### config.mk
export PLATFORM = sky130hd
export DESIGN_NAME = cascaded_rc_bandpass_filter
export DESIGN_NICKNAME = d
export VERILOG_FILES = /design/src/sv/cbpf_pkg.sv /design/src/sv/cbpf_serial_mul.sv /design/src/sv/cascaded_rc_bandpass_filter.sv
export VERILOG_INCLUDE_DIRS = /design/src /design/src/sv
export SDC_FILE = /design/constraint.sdc
export NUM_CORES = 1
export LEC_CHECK = 0
export BUFFER_PORTS_ARGS = -buffer_cell sky130_fd_sc_hd__buf_4
export CAP_MARGIN = 10
export CORE_ASPECT_RATIO = 2
export CORE_MARGIN = 8
export CORE_UTILIZATION = 55
export CTS_CLUSTER_SIZE = 40
export DETAILED_ROUTE_END_ITERATION = 8
export GPL_TIMING_DRIVEN = 0
export PLACE_DENSITY = 0.72
export SYNTH_ARGS = -nofsm -noshare
export SYNTH_HDL_FRONTEND = slang
export SYNTH_SLANG_ARGS = --single-unit
### constraint.sdc
create_clock -name clk -period 8.21 [get_ports clk]
set_clock_uncertainty 0.05 [all_clocks]
set_input_delay 0.821 -clock clk [delete_from_list [all_inputs] [get_ports clk]]
set_output_delay 0.821 -clock clk [all_outputs]
set_load 0.01 [all_outputs]
### src/sv/assert_macros.svh
// Assertion macros used by the band-pass filter RTL.
`ifndef ASSERT_MACROS_SVH
`define ASSERT_MACROS_SVH
`ifndef NO_ASSERTIONS
`define CBPF_ASSERT(lbl, clk_sig, rstn_sig, prop) \
    lbl: assert property (@(posedge clk_sig) disable iff (!rstn_sig) (prop)) \
        else $error("%m: check failed");
`define CBPF_NEVER(lbl, clk_sig, rstn_sig, expr) \
    lbl: assert property (@(posedge clk_sig) disable iff (!rstn_sig) !(expr)) \
        else $error("%m: forbidden condition seen");
`else
`define CBPF_ASSERT(lbl, clk_sig, rstn_sig, prop)
`define CBPF_NEVER(lbl, clk_sig, rstn_sig, expr)
`endif
`endif

### src/sv/cbpf_pkg.sv
package cbpf_pkg;

    typedef enum logic [2:0] {
        S_IDLE,
        S_START,
        S_HP_LOAD,
        S_HP_RUN,
        S_LP_LOAD,
        S_LP_RUN,
        S_WAIT
    } state_t;

    typedef struct packed {
        logic busy;
        logic done;
    } mul_status_t;

    localparam logic [1:0] CFG_HIGH_PASS_GAIN  = 2'd0;
    localparam logic [1:0] CFG_LOW_PASS_GAIN   = 2'd1;
    localparam logic [1:0] CFG_SECTIONS_IN_USE = 2'd2;

    localparam int HIGH_PASS_GAIN_RESET  = 65503;
    localparam int LOW_PASS_GAIN_RESET   = 28030;
    localparam int SECTIONS_IN_USE_RESET = 3;

endpackage

### src/sv/cbpf_serial_mul.sv
// Signed operand times unsigned coefficient, one coefficient bit per cycle.
// The result is the product divided by 2^COEF_BITS, rounded to nearest with
// ties towards plus infinity.
module cbpf_serial_mul #(
    parameter int OPER_BITS = 26,
    parameter int COEF_BITS = 16
) (
    input  logic                  clk,
    input  logic                  rst_n,
    input  logic                  load,
    input  logic [OPER_BITS-1:0]  operand,
    input  logic [COEF_BITS-1:0]  coef,
    output cbpf_pkg::mul_status_t status,
    output logic [OPER_BITS:0]    result
);

    localparam int CNT_W = $clog2(COEF_BITS + 1);

    logic [OPER_BITS-1:0] oper_reg;
    logic [OPER_BITS-1:0] acc_reg;
    logic [OPER_BITS-1:0] acc_next;
    logic [COEF_BITS-1:0] coef_reg;
    logic [CNT_W-1:0]     cnt_reg;
    logic                 rnd_reg;
    logic                 rnd_next;
    logic                 busy_reg;
    logic                 done_reg;
    logic [OPER_BITS:0]   step_sum;

    always_comb
    begin
        step_sum = {acc_reg[OPER_BITS-1], acc_reg}
                 + (coef_reg[0] ? {oper_reg[OPER_BITS-1], oper_reg} : '0);
        acc_next = step_sum[OPER_BITS:1];
        rnd_next = step_sum[0];
    end

    always_ff @(posedge clk or negedge rst_n)
    begin
        if (!rst_n)
        begin
            busy_reg <= 1'b0;
            done_reg <= 1'b0;
            cnt_reg  <= '0;
        end
        else
        begin
            done_reg <= !load && busy_reg && (cnt_reg == CNT_W'(1));
            if (load)
            begin
                busy_reg <= 1'b1;
                cnt_reg  <= CNT_W'(COEF_BITS);
            end
            else if (busy_reg)
            begin
                cnt_reg <= cnt_reg - CNT_W'(1);
                if (cnt_reg == CNT_W'(1))
                    busy_reg <= 1'b0;
            end
        end
    end

    always_ff @(posedge clk)
    begin
        if (load)
        begin
            oper_reg <= operand;
            coef_reg <= coef;
            acc_reg  <= '0;
            rnd_reg  <= 1'b0;
        end
        else if (busy_reg)
        begin
            acc_reg  <= acc_next;
            rnd_reg  <= rnd_next;
            coef_reg <= coef_reg >> 1;
        end
    end

    assign status.busy = busy_reg;
    assign status.done = done_reg;
    assign result      = {acc_reg[OPER_BITS-1], acc_reg} + (OPER_BITS + 1)'(rnd_reg);

endmodule

### src/sv/cascaded_rc_bandpass_filter.sv
// Band-pass filter for signed acceleration samples: MAX_SECTIONS sections, each a first-order
// RC high-pass followed by a first-order RC low-pass, with the output tapped after section
// sections_in_use (0 passes the sample through, values above MAX_SECTIONS act as
// MAX_SECTIONS). Gains are unsigned fractions with COEF_BITS fractional bits; every section
// result is rounded and saturated. A sample flagged on tuser restarts all sections and comes out
// unchanged. All sections share one bit-serial multiplier that consumes one coefficient bit per
// cycle; an ordinary sample runs a high-pass and a low-pass product through it in every one of
// the MAX_SECTIONS sections, and a restarting sample does not use it. A new sample is taken as
// soon as the previous one is finished, while its result may still wait in the output register;
// configuration writes must only be made while the block is idle.
`include "assert_macros.svh"

module cascaded_rc_bandpass_filter #(
    parameter int MAX_SECTIONS = 4,
    parameter int SAMPLE_BITS  = 24,
    parameter int COEF_BITS    = 16
) (
    input  logic                                clk,
    input  logic                                rst_n,
    input  logic                                cfg_we,
    input  logic [1:0]                          cfg_index,
    input  logic [COEF_BITS-1:0]                cfg_data,
    input  logic                                s_axis_tvalid,
    output logic                                s_axis_tready,
    // Fields from bit 0: sample.
    input  logic [((SAMPLE_BITS+7)/8)*8-1:0]    s_axis_tdata,
    // Fields from bit 0: start_req.
    input  logic                                s_axis_tuser,
    output logic                                m_axis_tvalid,
    input  logic                                m_axis_tready,
    // Fields from bit 0: filtered.
    output logic [((SAMPLE_BITS+7)/8)*8-1:0]    m_axis_tdata
);

    localparam int DATA_BITS = ((SAMPLE_BITS + 7) / 8) * 8;
    localparam int AW        = SAMPLE_BITS + 2;
    localparam int SEC_W     = (MAX_SECTIONS > 1) ? $clog2(MAX_SECTIONS) : 1;
    localparam int UW        = ($clog2(MAX_SECTIONS + 1) > 3) ? $clog2(MAX_SECTIONS + 1) : 3;

    cbpf_pkg::state_t state_reg;
    cbpf_pkg::state_t state_next;

    logic [COEF_BITS-1:0]   hp_gain_reg;
    logic [COEF_BITS-1:0]   lp_gain_reg;
    logic [2:0]             sections_reg;

    logic [SAMPLE_BITS-1:0] hpi_reg [MAX_SECTIONS];
    logic [SAMPLE_BITS-1:0] hpo_reg [MAX_SECTIONS];
    logic [SAMPLE_BITS-1:0] lpo_reg [MAX_SECTIONS];

    logic [SAMPLE_BITS-1:0] v_reg;
    logic [SAMPLE_BITS-1:0] h_reg;
    logic [SAMPLE_BITS-1:0] tap_reg;
    logic [SEC_W-1:0]       sec_reg;
    logic                   out_valid_reg;
    logic [SAMPLE_BITS-1:0] out_data_reg;

    logic                   accept;
    logic                   mul_load;
    logic                   out_load;
    logic                   hp_write;
    logic                   lp_write;
    logic                   start_write;
    logic                   last_sec;
    logic                   tap_hit;
    logic [UW-1:0]          used;
    logic [AW-1:0]          mul_operand;
    logic [COEF_BITS-1:0]   mul_coef;
    logic [AW:0]            mul_result;
    cbpf_pkg::mul_status_t  mul_stat;
    logic [SAMPLE_BITS-1:0] h_next;
    logic [SAMPLE_BITS-1:0] l_next;

    function automatic logic [AW-1:0] sext(input logic [SAMPLE_BITS-1:0] x);
        return {{2{x[SAMPLE_BITS-1]}}, x};
    endfunction

    function automatic logic [SAMPLE_BITS-1:0] sat(input logic [AW+1:0] x);
        logic all_same;
        all_same = (x[AW+1:SAMPLE_BITS-1] == '0) || (x[AW+1:SAMPLE_BITS-1] == '1);
        if (all_same)
            return x[SAMPLE_BITS-1:0];
        else if (x[AW+1])
            return {1'b1, {(SAMPLE_BITS-1){1'b0}}};
        else
            return {1'b0, {(SAMPLE_BITS-1){1'b1}}};
    endfunction

    cbpf_serial_mul #(
        .OPER_BITS (AW),
        .COEF_BITS (COEF_BITS)
    ) u_mul (
        .clk     (clk),
        .rst_n   (rst_n),
        .load    (mul_load),
        .operand (mul_operand),
        .coef    (mul_coef),
        .status  (mul_stat),
        .result  (mul_result)
    );

    assign accept   = s_axis_tvalid && s_axis_tready;
    assign last_sec = (sec_reg == SEC_W'(MAX_SECTIONS - 1));
    assign used     = (UW'(sections_reg) > UW'(MAX_SECTIONS)) ? UW'(MAX_SECTIONS)
                                                              : UW'(sections_reg);
    assign tap_hit  = ((UW'(sec_reg) + UW'(1)) == used);

    always_comb
    begin
        if (state_reg == cbpf_pkg::S_LP_LOAD)
        begin
            mul_operand = sext(h_reg) - sext(lpo_reg[sec_reg]);
            mul_coef    = lp_gain_reg;
        end
        else
        begin
            mul_operand = sext(hpo_reg[sec_reg]) + sext(v_reg) - sext(hpi_reg[sec_reg]);
            mul_coef    = hp_gain_reg;
        end
        h_next = sat({mul_result[AW], mul_result});
        l_next = sat({{2{lpo_reg[sec_reg][SAMPLE_BITS-1]}}, sext(lpo_reg[sec_reg])}
                     + {mul_result[AW], mul_result});
    end

    always_comb
    begin
        state_next = state_reg;
        case (state_reg)
            cbpf_pkg::S_IDLE:
            begin
                if (accept)
                    state_next = s_axis_tuser ? cbpf_pkg::S_START : cbpf_pkg::S_HP_LOAD;
            end
            cbpf_pkg::S_START:   state_next = cbpf_pkg::S_WAIT;
            cbpf_pkg::S_HP_LOAD: state_next = cbpf_pkg::S_HP_RUN;
            cbpf_pkg::S_HP_RUN:
            begin
                if (mul_stat.done)
                    state_next = cbpf_pkg::S_LP_LOAD;
            end
            cbpf_pkg::S_LP_LOAD: state_next = cbpf_pkg::S_LP_RUN;
            cbpf_pkg::S_LP_RUN:
            begin
                if (mul_stat.done)
                    state_next = last_sec ? cbpf_pkg::S_WAIT : cbpf_pkg::S_HP_LOAD;
            end
            cbpf_pkg::S_WAIT:
            begin
                if (!out_valid_reg || m_axis_tready)
                    state_next = cbpf_pkg::S_IDLE;
            end
            default:             state_next = cbpf_pkg::S_IDLE;
        endcase
    end

    always_comb
    begin
        s_axis_tready = 1'b0;
        mul_load      = 1'b0;
        out_load      = 1'b0;
        hp_write      = 1'b0;
        lp_write      = 1'b0;
        start_write   = 1'b0;
        case (state_reg)
            cbpf_pkg::S_IDLE:    s_axis_tready = 1'b1;
            cbpf_pkg::S_START:   start_write   = 1'b1;
            cbpf_pkg::S_HP_LOAD: mul_load      = 1'b1;
            cbpf_pkg::S_HP_RUN:  hp_write      = mul_stat.done;
            cbpf_pkg::S_LP_LOAD: mul_load      = 1'b1;
            cbpf_pkg::S_LP_RUN:  lp_write      = mul_stat.done;
            cbpf_pkg::S_WAIT:    out_load      = !out_valid_reg || m_axis_tready;
            default:             s_axis_tready = 1'b0;
        endcase
    end

    always_ff @(posedge clk or negedge rst_n)
    begin
        if (!rst_n)
        begin
            state_reg <= cbpf_pkg::S_IDLE;
            sec_reg   <= '0;
        end
        else
        begin
            state_reg <= state_next;
            if (accept)
                sec_reg <= '0;
            else if (lp_write && !last_sec)
                sec_reg <= sec_reg + SEC_W'(1);
        end
    end

    always_ff @(posedge clk or negedge rst_n)
    begin
        if (!rst_n)
        begin
            hp_gain_reg  <= COEF_BITS'(cbpf_pkg::HIGH_PASS_GAIN_RESET);
            lp_gain_reg  <= COEF_BITS'(cbpf_pkg::LOW_PASS_GAIN_RESET);
            sections_reg <= 3'(cbpf_pkg::SECTIONS_IN_USE_RESET);
        end
        else if (cfg_we)
        begin
            case (cfg_index)
                cbpf_pkg::CFG_HIGH_PASS_GAIN:  hp_gain_reg  <= cfg_data;
                cbpf_pkg::CFG_LOW_PASS_GAIN:   lp_gain_reg  <= cfg_data;
                cbpf_pkg::CFG_SECTIONS_IN_USE: sections_reg <= cfg_data[2:0];
                default:                       sections_reg <= sections_reg;
            endcase
        end
    end

    always_ff @(posedge clk or negedge rst_n)
    begin
        if (!rst_n)
        begin
            for (int s = 0; s < MAX_SECTIONS; s++)
            begin
                hpi_reg[s] <= '0;
                hpo_reg[s] <= '0;
                lpo_reg[s] <= '0;
            end
        end
        else if (start_write)
        begin
            for (int s = 0; s < MAX_SECTIONS; s++)
            begin
                hpi_reg[s] <= v_reg;
                hpo_reg[s] <= v_reg;
                lpo_reg[s] <= v_reg;
            end
        end
        else if (hp_write)
        begin
            hpi_reg[sec_reg] <= v_reg;
            hpo_reg[sec_reg] <= h_next;
        end
        else if (lp_write)
        begin
            lpo_reg[sec_reg] <= l_next;
        end
    end

    always_ff @(posedge clk)
    begin
        if (accept)
        begin
            v_reg   <= s_axis_tdata[SAMPLE_BITS-1:0];
            tap_reg <= s_axis_tdata[SAMPLE_BITS-1:0];
        end
        else if (hp_write)
        begin
            h_reg <= h_next;
        end
        else if (lp_write)
        begin
            v_reg <= l_next;
            if (tap_hit)
                tap_reg <= l_next;
        end
        if (out_load)
            out_data_reg <= tap_reg;
    end

    always_ff @(posedge clk or negedge rst_n)
    begin
        if (!rst_n)
            out_valid_reg <= 1'b0;
        else if (out_load)
            out_valid_reg <= 1'b1;
        else if (m_axis_tready)
            out_valid_reg <= 1'b0;
    end

    assign m_axis_tvalid = out_valid_reg;
    assign m_axis_tdata  = DATA_BITS'(out_data_reg);

    // The shared multiplier is only started when it is free.
    `CBPF_ASSERT(a_load_when_free, clk, rst_n, mul_load |-> !mul_stat.busy)
    // A finished product only ever arrives while the sequencer is waiting for one.
    `CBPF_ASSERT(a_done_in_run, clk, rst_n,
        mul_stat.done |-> (state_reg == cbpf_pkg::S_HP_RUN || state_reg == cbpf_pkg::S_LP_RUN))
    // Every section but the last is followed by the high-pass of the next one.
    `CBPF_ASSERT(a_next_section, clk, rst_n,
        (lp_write && !last_sec) |=> (state_reg == cbpf_pkg::S_HP_LOAD && !$stable(sec_reg)))
    // A restart never involves the multiplier.
    `CBPF_NEVER(a_start_idle_mul, clk, rst_n, start_write && mul_stat.busy)

endmodule

======== After elaboration in Yosys (flattened, before gate mapping) ========
Index checks and enable logic that the tools add are counted.
word-level totals
  bits in latches ......................... 0
  memories ................................ 0
  bits in registers ....................... 501
  input bits .............................. 48
  memory bits (read-only) ................. 0
  bits in writable memories ............... 0
operators by class
  multiply operators ...................... 0
  $lt $le $gt $ge ......................... 3
  add/sub/neg operators ................... 9
  eq/ne operators ......................... 19
  shift-type cells ........................ 0
  bitwise operators ....................... 2
  mux-type cells .......................... 60
  divide/modulo/power cells ............... 0
  reduce and logical (&&, ||, !) cells .... 31
operators with widths
  kind                number
  $mux 96             7
  $mux 24             18
  $bwmux 96           3
  $bmux 24 s2         3
  $demux 24 s2        1
  $mux 16             3
  $add 24x27->28      1
  $add 26x2->27       1
  $add 27x27->27      1
  $mux 27             1
  $mux 26             1
  $sub 25x24->26      1
  $add 24x24->25      1
  $sub 24x24->25      1
  $pmux 3 s7          1
  $mux 3              6
  $reduce_bool 2->1   7
  $reduce_and 2->1    6
  $mux 1              11
  $eq 5x5->1 const B  2
  $logic_not 5->1     2
  $mux 5              2
  $eq 3x3->1 const B  3
  $eq 3x2->1 const B  2
  other kinds (24)    39

======== Logic depth before layout (Yosys ltp) ========
Gate-level depths: netlist (run 1).
  depth after elaboration ................. 12
  mapped depth ............................ 18
  depth with buffers taken out ............ 17

======== By module ========
From an unflattened synthesis (run 1), not the netlist that was laid out.
unflattened totals
  cell total of the unflattened synthesis .. 2,664
  area total of the unflattened synthesis .. 28,071.9 um^2
by module, submodules not included
  module                       seq. area each (um^2)  cells an instance  area an instance (um^2)  instances
  cascaded_rc_bandpass_filter  11,150.7               2,194              23,407.4                 1
  cbpf_serial_mul              1,976.9                470                4,664.5                  1

======== Worst setup path before layout (run 1) ========
Ideal clock, no wire load.
  path kind ............................... reg2reg
  start point ............................. register sec_reg[0]
  end point ............................... register u_mul.oper_reg[23], data pin
  setup time .............................. 0.260 ns
  arrival time ............................ 4.762 ns
  slack ................................... 3.138 ns
  cell stages (with the launch flop) ...... 17
  period minus slack after synthesis ...... 5.072 ns
  required time ........................... 7.900 ns
  cell sequence ........................... dfrtp_1 > clkbuf_1 > buf_1 > buf_1 > mux4_2 > fa_1 > inv_1 > ha_1 > a211oi_1 > o2111ai_1 > a311oi_1 > o31a_1 > o211ai_1 > a31o_2 > a21oi_1 > xnor2_1 > mux2_2
between the ends
  longest elaborated chain between the ends .. 7
RTL lines
  item                                        line                                                                    source
  start, declared                             cascaded_rc_bandpass_filter.sv:54                                       logic [SEC_W-1:0] sec_reg;
  start signal, assigned                      cascaded_rc_bandpass_filter.sv:189                                      sec_reg <= sec_reg + SEC_W'(1);
  $not 2->3 (not written as such) *           cascaded_rc_bandpass_filter.sv:112, cascaded_rc_bandpass_filter.sv:117
  $bmux 24 s2                                 cascaded_rc_bandpass_filter.sv:117                                      mul_operand = sext(hpo_reg[sec_reg]) + sext(v_reg) - sext(hpi_reg[sec_reg]);
  $mux 24 (not written as such) (2 in a row)  cascaded_rc_bandpass_filter.sv:117
  $add 24x24->25                              cascaded_rc_bandpass_filter.sv:117
  $sub 25x24->26                              cascaded_rc_bandpass_filter.sv:117
  $mux 26 *                                   cascaded_rc_bandpass_filter.sv:110                                      if (state_reg == cbpf_pkg::S_LP_LOAD)
  named net mul_operand[23]                   cascaded_rc_bandpass_filter.sv:67                                       logic [AW-1:0] mul_operand;
  end signal, assigned                        cbpf_serial_mul.sv:67                                                   oper_reg <= operand;
  end, declared                               cbpf_serial_mul.sv:19                                                   logic [OPER_BITS-1:0] oper_reg;
The timed path passes the listed nets; every way through them passes the cells marked *. The select of a mux whose other input is x is not followed.
A chain may end at the register's enable or synchronous reset.

======== Final worst setup path (run 1) ========
  start point ............................. register sec_reg[0]
  end point ............................... register lpo_reg[66] (netlist bit)
between the ends
  longest elaborated chain between the ends .. 12
RTL lines
  item                                           line                                                                    source
  $not 2->3 (not written as such) *              cascaded_rc_bandpass_filter.sv:121, cascaded_rc_bandpass_filter.sv:239
  $bmux 24 s2                                    cascaded_rc_bandpass_filter.sv:121                                      l_next = sat({{2{lpo_reg[sec_reg][SAMPLE_BITS-1]}}, sext(lpo_reg[sec_reg])}
  $mux 24 (not written as such) (2 in a row)     cascaded_rc_bandpass_filter.sv:121
  $add 24x27->28                                 cascaded_rc_bandpass_filter.sv:122                                      + {mul_result[AW], mul_result});
  $eq 5x5->1 or $logic_not 5->1 (tied branches)  cascaded_rc_bandpass_filter.sv:80                                       all_same = (x[AW+1:SAMPLE_BITS-1] == '0) || (x[AW+1:SAMPLE_BITS-1] == '1);
  $logic_or 1x1->1                               cascaded_rc_bandpass_filter.sv:80
  $mux 24                                        cascaded_rc_bandpass_filter.sv:81                                       if (all_same)
  $bwmux 96 *                                    cascaded_rc_bandpass_filter.sv:239                                      lpo_reg[sec_reg] <= l_next;
  $mux 96 *                                      cascaded_rc_bandpass_filter.sv:237                                      else if (lp_write)
  $mux 96 *                                      cascaded_rc_bandpass_filter.sv:232                                      else if (hp_write)
  $mux 96 *                                      cascaded_rc_bandpass_filter.sv:223                                      else if (start_write)
  end signal, assigned by index                  cascaded_rc_bandpass_filter.sv:229                                      lpo_reg[s] <= v_reg;
  end signal, assigned by index                  cascaded_rc_bandpass_filter.sv:239
  end, declared                                  cascaded_rc_bandpass_filter.sv:49                                       logic [SAMPLE_BITS-1:0] lpo_reg [MAX_SECTIONS];
Every way passes the cells marked *; elsewhere a longest branch is shown, timed or not. The select of a mux whose other input is x is not followed.

==> results of run 1 <==
## cell type report
cell class	count	share of cell area [%]
flip-flops and latches	501	42.3
clock buffers	58	4.05
inverters	156	1.89
clock inverters	26	0.661
plain buffers	146	1.99
repair buffers	79	2.11
multi-input cells	1916	44.4
well taps	654	2.64
## cells in the mapped netlist (all sizes together) (9+ instances only)
cell type  instances  area share (%)
nand2            228             3.0
mux2              44             1.8
dfxtp             27             1.9
a221o             10            0.36
clkbuf           121             1.6
buf               25            0.58
nor3              52             1.0
xnor2             68             2.1
nand2b            20            0.45
a31oi             38             1.1
edfxtp           138              15
and3              23            0.52
dfrtp            308              27
a211oi            29            0.81
and2              41            0.92
or2               11            0.25
nand4             11            0.27
nor2b             20            0.45
fa                27             1.9
o21a              28            0.75
a21o              39             1.0
mux2i             18            0.64
nor2             279             3.7
dfstp             28             2.6
xor2              36             1.1
ha               111             4.9
a21oi            196             3.5
a221oi            92             3.4
o21bai             9            0.24
nand3             46            0.88
o31ai              9            0.24
inv              154             2.1
o21ai            265             4.7
mux4              72             5.8
## worst max-delay path by stage
stage	from	to	slack (ps)	cells after the start
2_1_floorplan	sec_reg[0]$_DFFE_PN0P_	u_mul.oper_reg[23]$_DFFE_PN_	3140	16
3_3_place_gp	sec_reg[0]$_DFFE_PN0P_	tap_reg[21]$_DFFE_PP_	550	13
3_5_place_dp	sec_reg[0]$_DFFE_PN0P_	lpo_reg[66]$_DFFE_PN0P_	790	15
4_1_cts	sec_reg[0]$_DFFE_PN0P_	lpo_reg[66]$_DFFE_PN0P_	770	15
5_1_grt	sec_reg[0]$_DFFE_PN0P_	u_mul.oper_reg[24]$_DFFE_PN_	180	15
6_report	sec_reg[0]$_DFFE_PN0P_	lpo_reg[66]$_DFFE_PN0P_	560	15
## metrics by stage
step	setup slack [ps]	instance area, µm²	hold slack, ps
after floorplan	3140	28100	350
after global placement	548	29400	360
after detailed placement	787	29600	356
after CTS	772	31100	283
after global routing	178	31100	327
final	557	31100	249
## routing by layer
layer	up-vias	global-route usage, %
met5	-	0
met1	11195	31.3
met4	0	28.8
met2	1190	57.2
met3	440	5.13
li1	10141	-
## kinds of logic after synthesis
family,after synthesis
AOI/OAI and AO/OA,782
DFF,501
and+or+nand+nor,758
adders and majority gates,138
muxes,134
xor gates and xnor gates,104
buffers and inverters,302
==> results.cfg, run 1 <==
[outcome]
outcome = finished clean

[setup_path]
slowest_stage = buf_1
reg2reg_from = sec_reg[0]$_DFFE_PN0P_
crit_fanout = 10
crit_path_max_incr_delay_ps = 830
crit_chain = clkbuf_1 > buf_1 > buf_1 > mux4_2 > ha_1 > a211oi_1 > o21bai_1 > o21ai_1 > a32oi_2 > a2111o_2 > nand3_4 > a41oi_1 > clkbuf_1 > nor3_1 > a221oi_1
cpLargestDelayFamily = compound AO/OA/AOI/OAI gates
r2r_end = lpo_reg[66]$_DFFE_PN0P_
regToRegSetupSlack_ps = 560
worstPathRequired_ps = 8590
cp-end-kind = register
path_class = reg -> reg
crit_path_start_kind = register
r2r_cells = 15
arrival_ps = 8030
critPathBufInv = 4

[finish]
multi_input_area_um2 = 13800
area_growth_pct = 10.6
mostFrequentLayoutCell = dfrtp_1
fill_cells = 4212
post-route-util_pct = 61.3
instances_no_fill = 3536
final_cell_mix = dfrtp_1 (308), nor2_1 (278), o21ai_0 (263), nand2_1 (228), a21oi_1 (196)
finalNetCount = 3031
drive_above_1_share_pct = 13.2
regArea_um2 = 13100
antenna_cells = 0

[route]
dr.first_iter.drc_count = 2028
vias = 22966
top_layer = met4
wl_met1_mm = 30.3
met3WireLength_mm = 5.75
wirelength_mm = 94.8
post_drt_wl_per_cell_um = 26.8
drt-pass1-iter-count = 6
drc = 0
vias_per_cell = 6.49
detail-route-antenna-nets = 0
met2_length_mm = 49.0

[placement]
dpl.hpwl_mm = 74.1
io_buffer_count = 73
place.gp.congestion = 0.986
dp.cells = 3452

[cts]
htreeDepth = 2
post_cts_resized = 0
postCtsHoldBufs = 0
cts_buffer_depth = 3
cts_sinks = 501
worstSkewPairLatency_ps = 600
clk_pin_slew_ps = 70
root_buffer = clkbuf_16
cts_buffers = 45
cts_tree = yes
post_cts_buffers = 0

[global_route]
grt_max_degree = 124
grt_pass1_vias = 24168
grtUsageTotal_pct = 32.1
grt_pass1_wl_mm = 142
antenna_found_initial = 0
globalRouteOverflowTotal = 0

[logic_synthesis]
synth_top_family_by_area = compound AO/OA/AOI/OAI gates
yosysWarnings = 0
synth_xor_area_share_pct = 3.27
yosys.area_share.simple_pct = 12.3
avgSynthCellArea_um2 = 10.3
ys_ff_latch = 501
yosysUniqueCellTypes = 93
synth_fa_ha_area_share_pct = 6.87
syn_area_um2 = 28100
syn-num-nets = 2905
synth-edff-count = 138
synthesis.instances = 2719
synth_mux_area_share_pct = 8.18
seq_area_frac_synth_pct = 46.8
synth_compound_area_share_pct = 18.4
yosys_most_used_dff = dfrtp_1
async_flop_share_pct = 67.1

[sta]
timing.setup.tns_ps = 0
rsz0062_at_grt = false
final.min_clock_period_ps = 7650
timing.final.max_slew_violations = 0
finalSetupViolCount = 0
period_share_pct = 93.2
timing.fmax_ghz = 0.131
tightest_slew_ps = 1240
hold_viol_final = 0
relSlewSlack_pct = 17.1

[floorplanning]
initial_core_util_pct = 55.4
pin_count = 74
die_area_um2 = 59000
core_um2 = 50700
rows = 117
die_h_um = 336
die_w_um = 176

[flow_run]
drv.max_cap_violation_count = 0

[worst_hold_path]
min_path_type = in -> async
Power of run 1 is not shown: default switching activity piles up to over one toggle a cycle in this logic, so the estimate is an artifact.
==> inputs of run 2 (changes only) <==
--- a/config.mk
+++ b/config.mk
@@ -11,10 +11,11 @@
 export CORE_ASPECT_RATIO = 2
 export CORE_MARGIN = 8
 export CORE_UTILIZATION = 55
-export CTS_CLUSTER_SIZE = 40
+export CTS_CLUSTER_SIZE = 24
 export DETAILED_ROUTE_END_ITERATION = 8
 export GPL_TIMING_DRIVEN = 0
 export PLACE_DENSITY = 0.72
 export SYNTH_ARGS = -nofsm -noshare
 export SYNTH_HDL_FRONTEND = slang
+export SYNTH_HIERARCHICAL = 1
 export SYNTH_SLANG_ARGS = --single-unit
==> results.cfg, run 2 <==
[outcome]
outcome = finished clean

[cts]
postCtsHoldBufs = 0
cts_buffers = 46
post_cts_resized = 0
cts_tree = yes
worstSkewPairLatency_ps = 620
cts_sinks = 501
post_cts_buffers = 0
root_buffer = clkbuf_16
clk_pin_slew_ps = 70
htreeDepth = 2
cts_buffer_depth = 3

[route]
vias_per_cell = 6.49
wirelength_mm = 98.9
post_drt_wl_per_cell_um = 28.4
drt-pass1-iter-count = 6
drc = 0
vias = 22587
dr.first_iter.drc_count = 2190
detail-route-antenna-nets = 0

[floorplanning]
die_h_um = 335
pin_count = 74
rows = 117
die_area_um2 = 58900
initial_core_util_pct = 55.4
die_w_um = 176
core_um2 = 50700

[finish]
area_growth_pct = 11.6
antenna_cells = 0
fill_cells = 4168
multi_input_area_um2 = 13700
final_cell_mix = dfrtp_1 (308), nand2_1 (239), o21ai_0 (232), a21oi_1 (228), nor2_1 (216)
mostFrequentLayoutCell = dfrtp_1
regArea_um2 = 13100
finalNetCount = 2978
drive_above_1_share_pct = 14.1

[logic_synthesis]
synthesis.instances = 2663
syn_area_um2 = 28100
yosysWarnings = 6
avgSynthCellArea_um2 = 10.5
syn-num-nets = 2849

[sta]
final.min_clock_period_ps = 6800
tightest_slew_ps = 1270
timing.fmax_ghz = 0.147
relSlewSlack_pct = 15.4
timing.final.max_slew_violations = 0
finalSetupViolCount = 0
worst_slack_ps = 1410
hold_viol_final = 0
period_share_pct = 82.8
rsz0062_at_grt = false
timing.setup.tns_ps = 0

[setup_path]
crit_path_start_kind = register
arrival_ps = 7050
crit_fanout = 10
cp-end-kind = register
path_class = reg -> reg
worstPathRequired_ps = 8460

[global_route]
grt_pass1_wl_mm = 146
use_met1_pct = 35.4
antenna_found_initial = 1
grt_max_degree = 121
grt_pass1_vias = 23276
globalRouteOverflowTotal = 0
grtUsageTotal_pct = 33.5
grt_use_met3_pct = 5.74
busiest_layer = met2
grtUsageMet2_pct = 56.7

[placement]
place.gp.congestion = 0.965
io_buffer_count = 73
dpl.hpwl_mm = 73.2
pre_cts_ws_ps = 1320

[flow_run]
drv.max_cap_violation_count = 0

[worst_hold_path]
min_path_type = in -> async
==> run 2: final timing paths <==
kind | start | endpoint | slack, ps | cells after the start
worst max-delay path | sec_reg[0]$_DFFE_PN0P_ | u_mul/oper_reg[23]$_DFFE_PP_ | 1410 | 16
worst min-delay path | rst_n | lpo_reg[69]$_DFFE_PN0P_ | 190 | 1
max in group asynchronous | rst_n | hpi_reg[17]$_DFFE_PN0P_ | 6200 | 3
worst min register to register | tap_reg[16]$_DFFE_PP_ | m_axis_tdata[16]$_DFFE_PP_ | 370 | 0
worst max register to register | sec_reg[0]$_DFFE_PN0P_ | u_mul/oper_reg[23]$_DFFE_PP_ | 1410 | 16
min in group clk | tap_reg[16]$_DFFE_PP_ | m_axis_tdata[16]$_DFFE_PP_ | 370 | 0
==> run 2: worst max-delay path: stages (launching register included) <==
cell and delay [ps]:
dfrtp_1 390, clkbuf_1 180, clkbuf_1 810, buf_1 810, mux4_2 670, fa_1 600, inv_1 60, ha_1 310
a211o_1 310, o211ai_1 210, a211o_1 210, a21oi_1 80, nor3_1 380, o311a_1 300, nor4b_1 80, a211oi_1 860
o211ai_1 170
==> run 2: area by class of cell <==
class | instances | share of cell area (%)
timing repair buffer | 81 | 2.24
inverter | 172 | 2.06
clock buffer | 56 | 3.96
multi-input combinational | 1844 | 43.6
tap | 654 | 2.61
buffer | 146 | 2.12
clock inverter | 28 | 1.54
sequential | 501 | 41.9
==> run 2: metal layers <==
| metal | up-vias | share of wire, % |
|---|---|---|
| li1 | 9871 | - |
| met1 | 11194 | 33 |
| met2 | 1180 | 49 |
| met3 | 340 | 7.2 |
| met4 | 2 | 10 |
| met5 | - | 0.013 |
==> run 2: metrics by stage <==
stage / util, % / cell area (µm²) / hold slack [ps] / std cells
2_1_floorplan: - / 28100 / 350 / 2663
3_3_place_gp: 58.1 / 29400 / 352 / 3390
3_5_place_dp: 58.4 / 29600 / 355 / 3396
4_1_cts: 61.8 / 31300 / 231 / 3480
5_1_grt: 61.9 / 31300 / 259 / 3482
6_report: 61.9 / 31300 / 191 / 3482
Power of run 2 is left out for the same reason.
==> inputs of run 3 (changes only) <==
--- a/config.mk
+++ b/config.mk
@@ -6,6 +6,7 @@
 export SDC_FILE = /design/constraint.sdc
 export NUM_CORES = 1
 export LEC_CHECK = 0
+export ABC_AREA = 1
 export BUFFER_PORTS_ARGS = -buffer_cell sky130_fd_sc_hd__buf_4
 export CAP_MARGIN = 10
 export CORE_ASPECT_RATIO = 2
@@ -14,7 +15,7 @@
 export CTS_CLUSTER_SIZE = 24
 export DETAILED_ROUTE_END_ITERATION = 8
 export GPL_TIMING_DRIVEN = 0
-export PLACE_DENSITY = 0.72
+export PLACE_DENSITY = 0.74
 export SYNTH_ARGS = -nofsm -noshare
 export SYNTH_HDL_FRONTEND = slang
 export SYNTH_HIERARCHICAL = 1
==> constraint.sdc (replaced) <==
create_clock -name clk -period 5.93 [get_ports clk]
set_clock_uncertainty 0.05 [all_clocks]
set_input_delay 0.593 -clock clk [delete_from_list [all_inputs] [get_ports clk]]
set_output_delay 0.593 -clock clk [all_outputs]
set_load 0.01 [all_outputs]
==> results.cfg, run 3 <==
[sta]
rsz0062_at_grt = false
hold_viol_final = 0
timing.fmax_ghz = 0.171
tightest_slew_ps = 1470
finalSetupViolCount = 0
relSlewSlack_pct = 1.93
final.min_clock_period_ps = 5840
timing.final.max_slew_violations = 0
period_share_pct = 98.5
timing.setup.tns_ps = 0
worst_slack_ps = 88.1

[route]
vias_per_cell = 6.07
dr.first_iter.drc_count = 2711
wirelength_mm = 122
post_drt_wl_per_cell_um = 25.5
vias = 29045
drt-pass1-iter-count = 9
drc = 0
detail-route-antenna-nets = 0

[finish]
finalNetCount = 4259
final_cell_mix = nand2_1 (1042), nor2_1 (487), inv_1 (422), dfrtp_1 (308), o21ai_0 (286)
area_growth_pct = 10.2
post-route-util_pct = 61.2
mostFrequentLayoutCell = nand2_1
instances_no_fill = 4785
drive_above_1_share_pct = 8.93
fill_cells = 5146
antenna_cells = 0

[cts]
post_cts_buffers = 0
clk_pin_slew_ps = 70
cts_tree = yes
worstSkewPairLatency_ps = 600
cts_sinks = 501
cts_buffers = 45
htreeDepth = 2
cts_buffer_depth = 3
root_buffer = clkbuf_16

[global_route]
grtUsageTotal_pct = 38.3
grt_max_degree = 99
grt_pass1_wl_mm = 178
grt_pass1_vias = 29193
globalRouteOverflowTotal = 0
antenna_found_initial = 1

[setup_path]
crit_path_max_incr_delay_ps = 580
r2r_cells = 21
arrival_ps = 6030
cpLargestDelayFamily = buffers and inverters
crit_fanout = 11
r2r_end = tap_reg[8]$_DFFE_PP_
path_common_cell = nand2_1
crit_chain = inv_1 > clkbuf_1 > clkbuf_1 > o21ai_0 > o22ai_1 > ha_1 > fa_1 > nand2_1 > nand3_1 > nand3_1 > nand2_1 > nand2_1 > nand4_1 > nand2_2 > nor2_1 > nand2_1 > nand2_2 > buf_6 > nand2_4 > nand3_1 > nand2_1
critPathBufInv = 4
worstPathRequired_ps = 6120
path_class = reg -> reg
cp-end-kind = register
slowest_stage = o22ai_1
crit_path_start_kind = register
regToRegSetupSlack_ps = 90
reg2reg_from = sec_reg[1]$_DFFE_PN0P_

[floorplanning]
die_h_um = 348
initial_core_util_pct = 55.6
pin_count = 74
die_area_um2 = 63300
die_w_um = 182
core_um2 = 54500
rows = 121

[logic_synthesis]
synthesis.instances = 3944
yosysWarnings = 6
syn_area_um2 = 30300
syn-num-nets = 4130
avgSynthCellArea_um2 = 7.68

[placement]
io_buffer_count = 73
place.gp.congestion = 1.14
pre_cts_ws_ps = 106
dpl.hpwl_mm = 92.8
dp.cells = 4698

[worst_hold_path]
min_path_type = in -> reg
min_to = hp_gain_reg[9]$_DFFE_PN1P_
min_from = cfg_data[9]
whs_path_depth = 3

[flow_run]
drv.max_cap_violation_count = 0

[outcome]
outcome = finished clean
==> run 3: changes by cell type in the layout (fill, tap and decap cells not counted), moves of 29 or more <==
| cell | previous run | this run |
|---|---|---|
| a21o_1 | 38 | 5 |
| a221o_1 | 95 | 0 |
| a22o_1 | 34 | 1 |
| a31oi_1 | 8 | 107 |
| inv_1 | 172 | 422 |
| mux2_2 | 58 | 1 |
| mux4_2 | 72 | 0 |
| nand2_1 | 239 | 1042 |
| nand2b_1 | 29 | 0 |
| nand3_1 | 36 | 181 |
| nand3_2 | 0 | 32 |
| nor2_1 | 216 | 487 |
| o21ai_0 | 232 | 286 |
| xnor2_1 | 57 | 22 |
==> run 3: final cells by class <==
cell class | count | area [µm²] | share of cell area (%)
timing repair buffer | 82 | 723 | 2.17
clock inverter | 28 | 295 | 0.885
sequential | 501 | 13100 | 39.4
buffer | 174 | 787 | 2.36
clock buffer | 55 | 1180 | 3.55
tap | 676 | 846 | 2.54
multi-input combinational | 2817 | 14700 | 44.1
inverter | 452 | 1700 | 5.09
==> run 3: per-stage QoR <==
stage	hold WS, ps	instance area [µm²]
2_1_floorplan	247	30300
3_3_place_gp	351	31700
3_5_place_dp	356	31800
4_1_cts	188	33300
5_1_grt	213	33400
6_report	205	33400
==> run 3: layer usage <==
metal | wire [µm] | up-vias | global-route usage [%]
met5 | 0 | - | 0
met4 | 14700 | 0 | 39.4
met3 | 9880 | 578 | 7.92
met2 | 59800 | 1629 | 65.8
met1 | 37500 | 13696 | 36.8
li1 | - | 13142 | -
==> run 3: how the worst max path moves through the flow <==
stage                      startpoint                     to  cells after the start
5_1_grt        sec_reg[1]$_DFFE_PN0P_  tap_reg[11]$_DFFE_PP_                     21
4_1_cts        sec_reg[0]$_DFFE_PN0P_    v_reg[11]$_DFFE_PP_                     22
6_report       sec_reg[1]$_DFFE_PN0P_   tap_reg[8]$_DFFE_PP_                     21
3_3_place_gp   sec_reg[0]$_DFFE_PN0P_     v_reg[8]$_DFFE_PP_                     22
3_5_place_dp   sec_reg[0]$_DFFE_PN0P_    v_reg[11]$_DFFE_PP_                     22
2_1_floorplan  sec_reg[0]$_DFFE_PN0P_   tap_reg[0]$_DFFE_PP_                      9
==> run 3: timing repair <==
item,CTS,global route
hold buffers,1,0
resized for setup,0,12
setup endpoints to repair,0,46
hold endpoints to repair,68,0
==> run 3: worst reg2reg max path: stages, from the launching register on <==
cell and delay, ps:
dfrtp_1 560, inv_1 380, clkbuf_1 550, clkbuf_1 500, o21ai_0 170, o22ai_1 580
ha_1 410, fa_1 370, nand2_1 80, nand3_1 130, nand3_1 110, nand2_1 170
nand2_1 100, nand4_1 130, nand2_2 90, nor2_1 110, nand2_1 70, nand2_2 150
buf_6 250, nand2_4 110, nand3_1 150, nand2_1 280
Power of run 3 is left out for the same reason.
